[src/rtl/kwtc_pkg.sv]
`default_nettype none
// ----------------------------------------------------------------------------
// kwtc_pkg - keyword to code shared definitions
// Keyword table, result kinds and the match bundle shared by the lookup
// and the top level.
// ----------------------------------------------------------------------------
package kwtc_pkg;

    // word buffer depth default
    localparam int unsigned MaxWordBytes = 10;

    // word separator
    localparam logic [7:0] SpaceByte = 8'h20;

    // keyword table geometry
    localparam int unsigned KwCount  = 19;
    localparam int unsigned KwMaxLen = 10;
    localparam int unsigned KwLenW   = 4;
    localparam int unsigned CodeW    = 5;

    // result kinds
    typedef enum logic [1:0] {
        KindKnown   = 2'd0,
        KindUnknown = 2'd1,
        KindNoWord  = 2'd2
    } result_kind_t;

    // one keyword: text right-aligned, first character in the highest used byte
    typedef struct packed {
        logic [KwMaxLen*8-1:0] text;
        logic [KwLenW-1:0]     len;
        logic [CodeW-1:0]      code;
    } kw_entry_t;

    localparam kw_entry_t KwTable [KwCount] = '{
        '{"tile",       4'd4,  5'h00},
        '{"change",     4'd6,  5'h01},
        '{"hertz",      4'd5,  5'h02},
        '{"firing",     4'd6,  5'h03},
        '{"centigrade", 4'd10, 5'h04},
        '{"voltage",    4'd7,  5'h05},
        '{"zero",       4'd4,  5'h09},
        '{"one",        4'd3,  5'h0A},
        '{"two",        4'd3,  5'h0B},
        '{"three",      4'd5,  5'h0C},
        '{"four",       4'd4,  5'h0D},
        '{"five",       4'd4,  5'h0E},
        '{"six",        4'd3,  5'h0F},
        '{"seven",      4'd5,  5'h10},
        '{"eight",      4'd5,  5'h11},
        '{"nine",       4'd4,  5'h12},
        '{"decade",     4'd6,  5'h13},
        '{"hundred",    4'd7,  5'h14},
        '{"thousand",   4'd8,  5'h15}
    };

    // lookup outcome
    typedef struct packed {
        logic             hit;
        logic [CodeW-1:0] code;
    } match_t;

endpackage
`default_nettype wire

[src/rtl/kwtc_match.sv]
`default_nettype none
// ----------------------------------------------------------------------------
// kwtc_match - keyword table lookup
// Compares a candidate word against every keyword in parallel and returns
// the code of the one that matches.
// ----------------------------------------------------------------------------
module kwtc_match #(
    parameter int unsigned MAX_WORD_BYTES = kwtc_pkg::MaxWordBytes,
    parameter int unsigned LEN_W          = $clog2(MAX_WORD_BYTES + 1)
) (
    input  wire logic [MAX_WORD_BYTES-1:0][7:0] word_bytes,
    input  wire logic [LEN_W-1:0]               word_len,
    input  wire logic                           word_long,
    output kwtc_pkg::match_t                    match
);

    // parallel compare against all table entries
    always_comb
    begin
        logic eq;
        int   pos;
        match = '0;
        for (int k = 0; k < kwtc_pkg::KwCount; k++)
        begin
            eq = !word_long && (word_len == LEN_W'(kwtc_pkg::KwTable[k].len));
            for (int i = 0; i < MAX_WORD_BYTES; i++)
            begin
                if (i < int'(kwtc_pkg::KwTable[k].len))
                begin
                    pos = int'(kwtc_pkg::KwTable[k].len) - 1 - i;
                    eq  = eq && (word_bytes[i] == kwtc_pkg::KwTable[k].text[pos*8 +: 8]);
                end
            end
            // at most one entry can match
            if (eq)
            begin
                match.hit  = 1'b1;
                match.code = match.code | kwtc_pkg::KwTable[k].code;
            end
        end
    end

endmodule
`default_nettype wire

[src/rtl/keyword_token_to_code_top.sv]
`default_nettype none
// ----------------------------------------------------------------------------
// keyword_token_to_code_top - keyword to code converter
// Collects space-separated words one byte at a time and emits a table code
// for each closed word, or an unknown / end-of-string marker.
// ----------------------------------------------------------------------------
//  channel | handshake          | payload
//  --------+--------------------+---------------------------------------
//  in      | in_valid, in_stall | char_byte, final_byte
//  out     | out_valid, out_stall | result_kind, word_code, end_of_string
//
//  One byte per cycle sustained while in_stall is low; a result passes from
//  its byte through the input register, then the lookup into the result register.
//  The lookup is parallel compares against the constant table.
//  rst_n clears word length, overflow flag and all valid bits; the word
//  buffer is not cleared.
//  A two-entry result buffer absorbs one output stall; in_stall rises only
//  when its second entry is occupied.
// ----------------------------------------------------------------------------
module keyword_token_to_code_top #(
    parameter int unsigned MAX_WORD_BYTES = kwtc_pkg::MaxWordBytes
) (
    input  wire logic       clk,
    input  wire logic       rst_n,
    input  wire logic       in_valid,
    output logic            in_stall,
    input  wire logic [7:0] char_byte,
    input  wire logic       final_byte,
    output logic            out_valid,
    input  wire logic       out_stall,
    output logic [1:0]      result_kind,
    output logic [4:0]      word_code,
    output logic            end_of_string
);

    localparam int unsigned LenW = $clog2(MAX_WORD_BYTES + 1);
    localparam int unsigned IdxW = $clog2(MAX_WORD_BYTES);

    typedef struct packed {
        kwtc_pkg::result_kind_t           kind;
        logic [kwtc_pkg::CodeW-1:0]       code;
        logic                             eos;
    } result_t;

    // input register
    logic       in_valid_reg;
    logic [7:0] byte_reg;
    logic       final_reg;

    // word state
    logic [7:0]      buf_reg [MAX_WORD_BYTES];
    logic [LenW-1:0] len_reg;
    logic [LenW-1:0] len_next;
    logic            long_reg;
    logic            long_next;

    // result buffer: head and skid entry
    logic    out_valid_reg;
    logic    out_valid_next;
    logic    skid_valid_reg;
    logic    skid_valid_next;
    result_t head_reg;
    result_t head_next;
    result_t skid_reg;
    result_t skid_next;

    // processing terms
    logic                               proc;
    logic                               is_space;
    logic                               append;
    logic                               overflow;
    logic                               closing;
    logic                               have_word;
    logic                               has_result;
    logic                               push;
    logic                               pop;
    logic [LenW-1:0]                    cand_len;
    logic                               cand_long;
    logic [MAX_WORD_BYTES-1:0][7:0]     cand_bytes;
    kwtc_pkg::match_t                   match;
    result_t                            res;

    assign in_stall = in_valid_reg && skid_valid_reg;
    assign proc     = in_valid_reg && !skid_valid_reg;

    // input register
    always_ff @(posedge clk or negedge rst_n)
    begin
        if (!rst_n)
        begin
            in_valid_reg <= 1'b0;
        end
        else if (!in_stall)
        begin
            in_valid_reg <= in_valid;
        end
    end

    always_ff @(posedge clk)
    begin
        if (in_valid && !in_stall)
        begin
            byte_reg  <= char_byte;
            final_reg <= final_byte;
        end
    end

    // candidate word with the current byte appended
    always_comb
    begin
        is_space  = (byte_reg == kwtc_pkg::SpaceByte);
        append    = !is_space && (len_reg < LenW'(MAX_WORD_BYTES));
        overflow  = !is_space && !append;
        cand_len  = len_reg + {{(LenW-1){1'b0}}, append};
        cand_long = long_reg || overflow;
        for (int i = 0; i < MAX_WORD_BYTES; i++)
        begin
            if (append && (len_reg == LenW'(i)))
            begin
                cand_bytes[i] = byte_reg;
            end
            else
            begin
                cand_bytes[i] = buf_reg[i];
            end
        end
    end

    kwtc_match #(
        .MAX_WORD_BYTES (MAX_WORD_BYTES),
        .LEN_W          (LenW)
    ) u_match (
        .word_bytes (cand_bytes),
        .word_len   (cand_len),
        .word_long  (cand_long),
        .match      (match)
    );

    // result formation
    always_comb
    begin
        closing    = is_space || final_reg;
        have_word  = (cand_len != '0) || cand_long;
        has_result = closing && (have_word || final_reg);
        if (!have_word)
        begin
            res.kind = kwtc_pkg::KindNoWord;
            res.code = '0;
            res.eos  = 1'b1;
        end
        else if (match.hit)
        begin
            res.kind = kwtc_pkg::KindKnown;
            res.code = match.code;
            res.eos  = final_reg;
        end
        else
        begin
            res.kind = kwtc_pkg::KindUnknown;
            res.code = '0;
            res.eos  = final_reg;
        end
    end

    // word state next values
    always_comb
    begin
        len_next  = len_reg;
        long_next = long_reg;
        if (proc)
        begin
            if (closing)
            begin
                len_next  = '0;
                long_next = 1'b0;
            end
            else
            begin
                len_next  = cand_len;
                long_next = cand_long;
            end
        end
    end

    always_ff @(posedge clk or negedge rst_n)
    begin
        if (!rst_n)
        begin
            len_reg  <= '0;
            long_reg <= 1'b0;
        end
        else
        begin
            len_reg  <= len_next;
            long_reg <= long_next;
        end
    end

    // word buffer write
    always_ff @(posedge clk)
    begin
        if (proc && append)
        begin
            buf_reg[len_reg[IdxW-1:0]] <= byte_reg;
        end
    end

    // result buffer control
    always_comb
    begin
        push            = proc && has_result;
        pop             = out_valid_reg && !out_stall;
        out_valid_next  = out_valid_reg;
        skid_valid_next = skid_valid_reg;
        head_next       = head_reg;
        skid_next       = skid_reg;
        if (!out_valid_reg || pop)
        begin
            if (skid_valid_reg)
            begin
                head_next       = skid_reg;
                out_valid_next  = 1'b1;
                skid_valid_next = 1'b0;
            end
            else
            begin
                head_next      = res;
                out_valid_next = push;
            end
        end
        else if (push)
        begin
            skid_next       = res;
            skid_valid_next = 1'b1;
        end
    end

    always_ff @(posedge clk or negedge rst_n)
    begin
        if (!rst_n)
        begin
            out_valid_reg  <= 1'b0;
            skid_valid_reg <= 1'b0;
        end
        else
        begin
            out_valid_reg  <= out_valid_next;
            skid_valid_reg <= skid_valid_next;
        end
    end

    always_ff @(posedge clk)
    begin
        head_reg <= head_next;
        skid_reg <= skid_next;
    end

    // output ports
    assign out_valid     = out_valid_reg;
    assign result_kind   = head_reg.kind;
    assign word_code     = head_reg.code;
    assign end_of_string = head_reg.eos;

    // checks
    a_skid_needs_head: assert property (
        @(posedge clk) disable iff (!rst_n)
        skid_valid_reg |-> out_valid_reg
    ) else $error("skid entry occupied with empty head");

    a_len_in_range: assert property (
        @(posedge clk) disable iff (!rst_n)
        len_reg <= LenW'(MAX_WORD_BYTES)
    ) else $error("word length beyond buffer depth");

    a_long_full: assert property (
        @(posedge clk) disable iff (!rst_n)
        long_reg |-> (len_reg == LenW'(MAX_WORD_BYTES))
    ) else $error("overflow flag set with buffer not full");

    a_close_clears: assert property (
        @(posedge clk) disable iff (!rst_n)
        (proc && closing) |=> (len_reg == '0) && !long_reg
    ) else $error("word state not cleared after close");

endmodule
`default_nettype wire

[config.mk]
export PLATFORM = sky130hd
export DESIGN_NAME = keyword_token_to_code_top
export DESIGN_NICKNAME = d
export VERILOG_FILES = /design/src/rtl/kwtc_pkg.sv /design/src/rtl/kwtc_match.sv /design/src/rtl/keyword_token_to_code_top.sv
export SDC_FILE = /design/constraint.sdc
export NUM_CORES = 1
export LEC_CHECK = 0
export BUFFER_PORTS_ARGS = -buffer_cell sky130_fd_sc_hd__buf_4
export CELL_PAD_IN_SITES_DETAIL_PLACEMENT = 0
export CELL_PAD_IN_SITES_GLOBAL_PLACEMENT = 1
export CORE_MARGIN = 2
export CORE_UTILIZATION = 55
export CTS_BUF_LIST = sky130_fd_sc_hd__clkbuf_4
export DETAILED_ROUTE_END_ITERATION = 16
export PLACE_DENSITY = 0.83
export SLEW_MARGIN = 20
export SYNTH_ARGS = -nofsm -noshare
export SYNTH_HDL_FRONTEND = slang
export SYNTH_HIERARCHICAL = 1
export SYNTH_SLANG_ARGS = --single-unit
[constraint.sdc]
create_clock -name clk -period 11.69 [get_ports clk]
set_input_delay 2.338 -clock clk [delete_from_list [all_inputs] [get_ports clk]]
set_output_delay 2.338 -clock clk [all_outputs]
set_load 0.01 [all_outputs]
==> results.py <==
metrics = {
    "worst_setup_path": {
        "r2r_cells": 14,
        "r2r_setup_slack_ns": 5.80,
        "critical-path-slowest-cell": "and2_1",
        "r2r_start": "byte_reg[7]",
        "critical_path_required_ns": 12.10,
        "worstSetupEndpointType": "flop",
        "crit_path_cell_trace": "nor4_1 -> and2_1 -> nor2_1 -> ha_1 -> ha_1 -> xor2_1 -> or4b_4 -> or4_4 -> nor4_1 -> a41o_1 -> or4_1 -> or4_1 -> nor2b_1 -> a32o_1",
        "cpPeakStageDelay_ns": 0.72,
        "path_max_fanout": 21,
        "critPathBufInv": 0,
        "arrival_ns": 6.30,
        "cp_top_family": "simple AND/OR/NAND/NOR gates",
        "crit_type": "flop to flop",
        "r2r_end": "word_code[2]",
        "start_kind": "flop",
    },
    "hold_path": {
        "whs_path_depth": 1,
        "min_from": "skid_reg[5]",
        "hold_path_end": "word_code[4]",
        "hold_class": "flop to flop",
    },
    "synth": {
        "synth_ff_type": "edfxtp_1",
        "synth_edf_count": 105,
        "yosysSeqAreaShare": 0.536,
        "synthArstFlopShare": 0.0708,
        "ys_seq_elements": 113,
        "synth_cell_types": 67,
        "syn-num-nets": 488,
        "synth_area_um2": 6260,
        "yosysWarnings": 6,
        "synthCells": 473,
        "syn_area_per_cell_um2": 13.2,
    },
    "placement": {
        "dpl_cell_area_um2": 6550,
        "gp_congestion": 0.954,
        "dpl.hpwl_um": 11200,
        "numPortBuffers": 22,
    },
    "cts": {
        "post-cts-setup-buffers": 0,
        "cts.sinks": 113,
        "clkLatencyLatePin_ns": 0.55,
        "clkSlewWorstSetupHoldPaths_ns": 0.10,
        "root_buffer": "clkbuf_4",
        "cts-resized-gates": 0,
        "cts_inserted_buffers": 17,
        "htree_levels": 4,
        "cts_buffer_depth": 2,
        "cts_tree": "yes",
        "hold_buffers": 0,
    },
    "status": {
        "status": "complete, no violations",
    },
    "flow_run": {
        "cap_violations": 0,
    },
    "cells_and_area": {
        "area_growth_syn_to_layout_pct": 9.80,
        "seq_area_um2": 3350,
        "antenna_cells": 0,
        "nets": 514,
        "fill_cells": 840,
        "utilization": 0.626,
        "multi_input_area_um2": 2770,
        "fin_area_um2": 6870,
        "drive_gt1_frac": 0.355,
        "largest_reg_flops": 80,
    },
    "timing": {
        "maxSlewViolCount": 0,
        "tns_ns": 0,
        "finalCritPeriodShare": 0.504,
        "fmax_mhz": 170,
        "setup_viol": 0,
        "clock_skew_ns": 0.0124,
        "rsz0062_at_grt": "false",
        "worst_pin_slew_ns": 0.859,
        "fin_crit_ns": 5.89,
        "relSlewSlack": 0.420,
        "finalHoldViolCount": 0,
    },
    "power": {
        "p_leak_nw": 2.24,
        "p_switching_uw": 268,
        "pwr-share-clk": 0.329,
        "p_per_area_nw_per_um2": 143,
        "power_frac_comb": 0.180,
        "seq_power_share": 0.491,
        "internal_power_uw": 711,
        "ir_worst_vdd_uv": 110,
        "swShare": 0.274,
    },
    "routing": {
        "viasPerCell": 6.84,
        "first_pass_iters": 5,
        "via_count": 4461,
        "wl_per_cell_um": 24.4,
        "drt_iter0_markers": 293,
        "drt-total-wl_um": 15900,
        "drc": 0,
        "ant_nets": 0,
    },
    "global_routing": {
        "antenna_found_initial": 0,
        "grt_usage": 0.269,
        "grt_max_degree": 22,
        "grt_use_met3": 0.0667,
        "grt_use_met1": 0.346,
        "grt_pass1_vias": 4493,
        "grt_overflow": 0,
        "use_met2": 0.429,
        "grt_pass1_wl_um": 25000,
        "top_usage_layer": "met2",
    },
    "floorplanning": {
        "rows": 38,
        "die_w_um": 111,
        "design.die.area_um2": 12200,
        "start_util": 0.570,
        "ios": 23,
        "die_h_um": 111,
        "core_area_um2": 11000,
    },
}
[layout make-up]
class                           count  share of cell area
Timing Repair Buffer               32              0.0350
Clock buffer                       20              0.0218
Inverter                            4             0.00218
Clock inverter                     12              0.0244
Multi-Input combinational cell    331               0.403
Tap cell                          140              0.0255
Sequential cell                   113               0.488
[power by group through the flow]
stage	sequential, mW	combinational, mW	clock [mW]
2_1_floorplan	0.489	0.125	0
3_3_place_gp	0.489	0.171	0
3_5_place_dp	0.490	0.172	0
4_1_cts	0.481	0.173	0.326
5_1_grt	0.484	0.190	0.345
6_report	0.481	0.176	0.322
[placed cells by master (no fill, tap or decap), types with 7 or more instances in the layout]
| cell | netlist | final |
|---|---|---|
| and2_1 | 7 | 7 |
| and3_1 | 7 | 7 |
| buf_4 | 1 | 32 |
| clkbuf_4 | 0 | 20 |
| dfrtp_1 | 8 | 8 |
| edfxtp_1 | 105 | 105 |
| mux2_2 | 78 | 78 |
| nand2_1 | 22 | 22 |
| nand2b_1 | 10 | 10 |
| nand4_1 | 11 | 11 |
| nand4b_1 | 13 | 13 |
| nor2_1 | 19 | 19 |
| nor3_1 | 14 | 14 |
| nor4_1 | 20 | 20 |
| nor4b_1 | 8 | 8 |
| nor4bb_1 | 10 | 10 |
| or4_1 | 9 | 9 |
[worst max-delay path by stage]
stage                startpoint           end  slack, ns  depth (start not counted)
floorplan           byte_reg[7]  word_code[0]       7.17                         16
global placement    byte_reg[6]  word_code[4]       5.94                         14
detailed placement  byte_reg[6]  word_code[2]       5.91                         14
CTS                 byte_reg[6]  word_code[2]       5.88                         14
global route        byte_reg[7]  word_code[2]       5.56                         14
finish              byte_reg[7]  word_code[2]       5.80                         14
[metrics by stage]
| step | total power, mW | worst slack, ns | hold slack [ns] | cells |
|---|---|---|---|---|
| after detailed placement | 0.663 | 5.91 | 0.521 | 620 |
| after floorplan | 0.613 | 7.17 | 0.495 | 473 |
| final | 0.980 | 5.80 | 0.550 | 652 |
| after global routing | 1.02 | 5.56 | 0.551 | 652 |
| after global placement | 0.660 | 5.94 | 0.509 | 620 |
| after CTS | 0.981 | 5.88 | 0.540 | 652 |
[routing by layer]
| layer | part of all wire | up-vias |
|---|---|---|
| met4 | 0.034 | 0 |
| met1 | 0.42 | 2238 |
| li1 | - | 1964 |
| met3 | 0.061 | 59 |
| met5 | 0 | - |
| met2 | 0.49 | 200 |
[cell usage after synthesis, types with 3 or more instances]
master	n	area [µm²]
nor3b_1	4	30.0
o31ai_1	3	22.5
buf_2	8	40.0
or4_1	9	67.6
nand4bb_1	3	33.8
nand3b_1	5	37.5
a21oi_1	4	20.0
or4bb_1	3	33.8
nand4_1	11	68.8
nand4b_1	13	114
nand2_1	22	82.6
o21ai_0	6	30.0
nor2b_1	4	25.0
or4_4	5	56.3
clkbuf_1	11	41.3
nor4bb_1	10	100
nand2b_1	10	62.6
or2_2	4	25.0
or4b_2	4	40.0
nand3_1	5	25.0
or2b_2	3	26.3
inv_1	4	15.0
and2_1	7	43.8
nor3_4	3	48.8
dfrtp_1	8	200
nor3_1	14	70.1
nor4b_1	8	70.1
and3_1	7	43.8
mux2_2	78	878
edfxtp_1	105	3150
nor2_1	19	71.3
a32o_1	5	50.1
and4b_1	4	40.0
nor4_1	20	125
[logic make-up (layout without fill, tap and decap cells)]
kind of cell | Yosys count | after routing | synth area share
and+or+nand+nor | 216 | 216 | 0.251
DFF | 113 | 113 | 0.536
muxes | 81 | 81 | 0.147
AOI/OAI and AO/OA | 30 | 30 | 0.0376
buffers and inverters | 29 | 68 | 0.0224
adders and majority gates | 2 | 2 | 0.00400
xor gates and xnor gates | 2 | 2 | 0.00280
No activity file was read; power rests on OpenSTA's default activity.
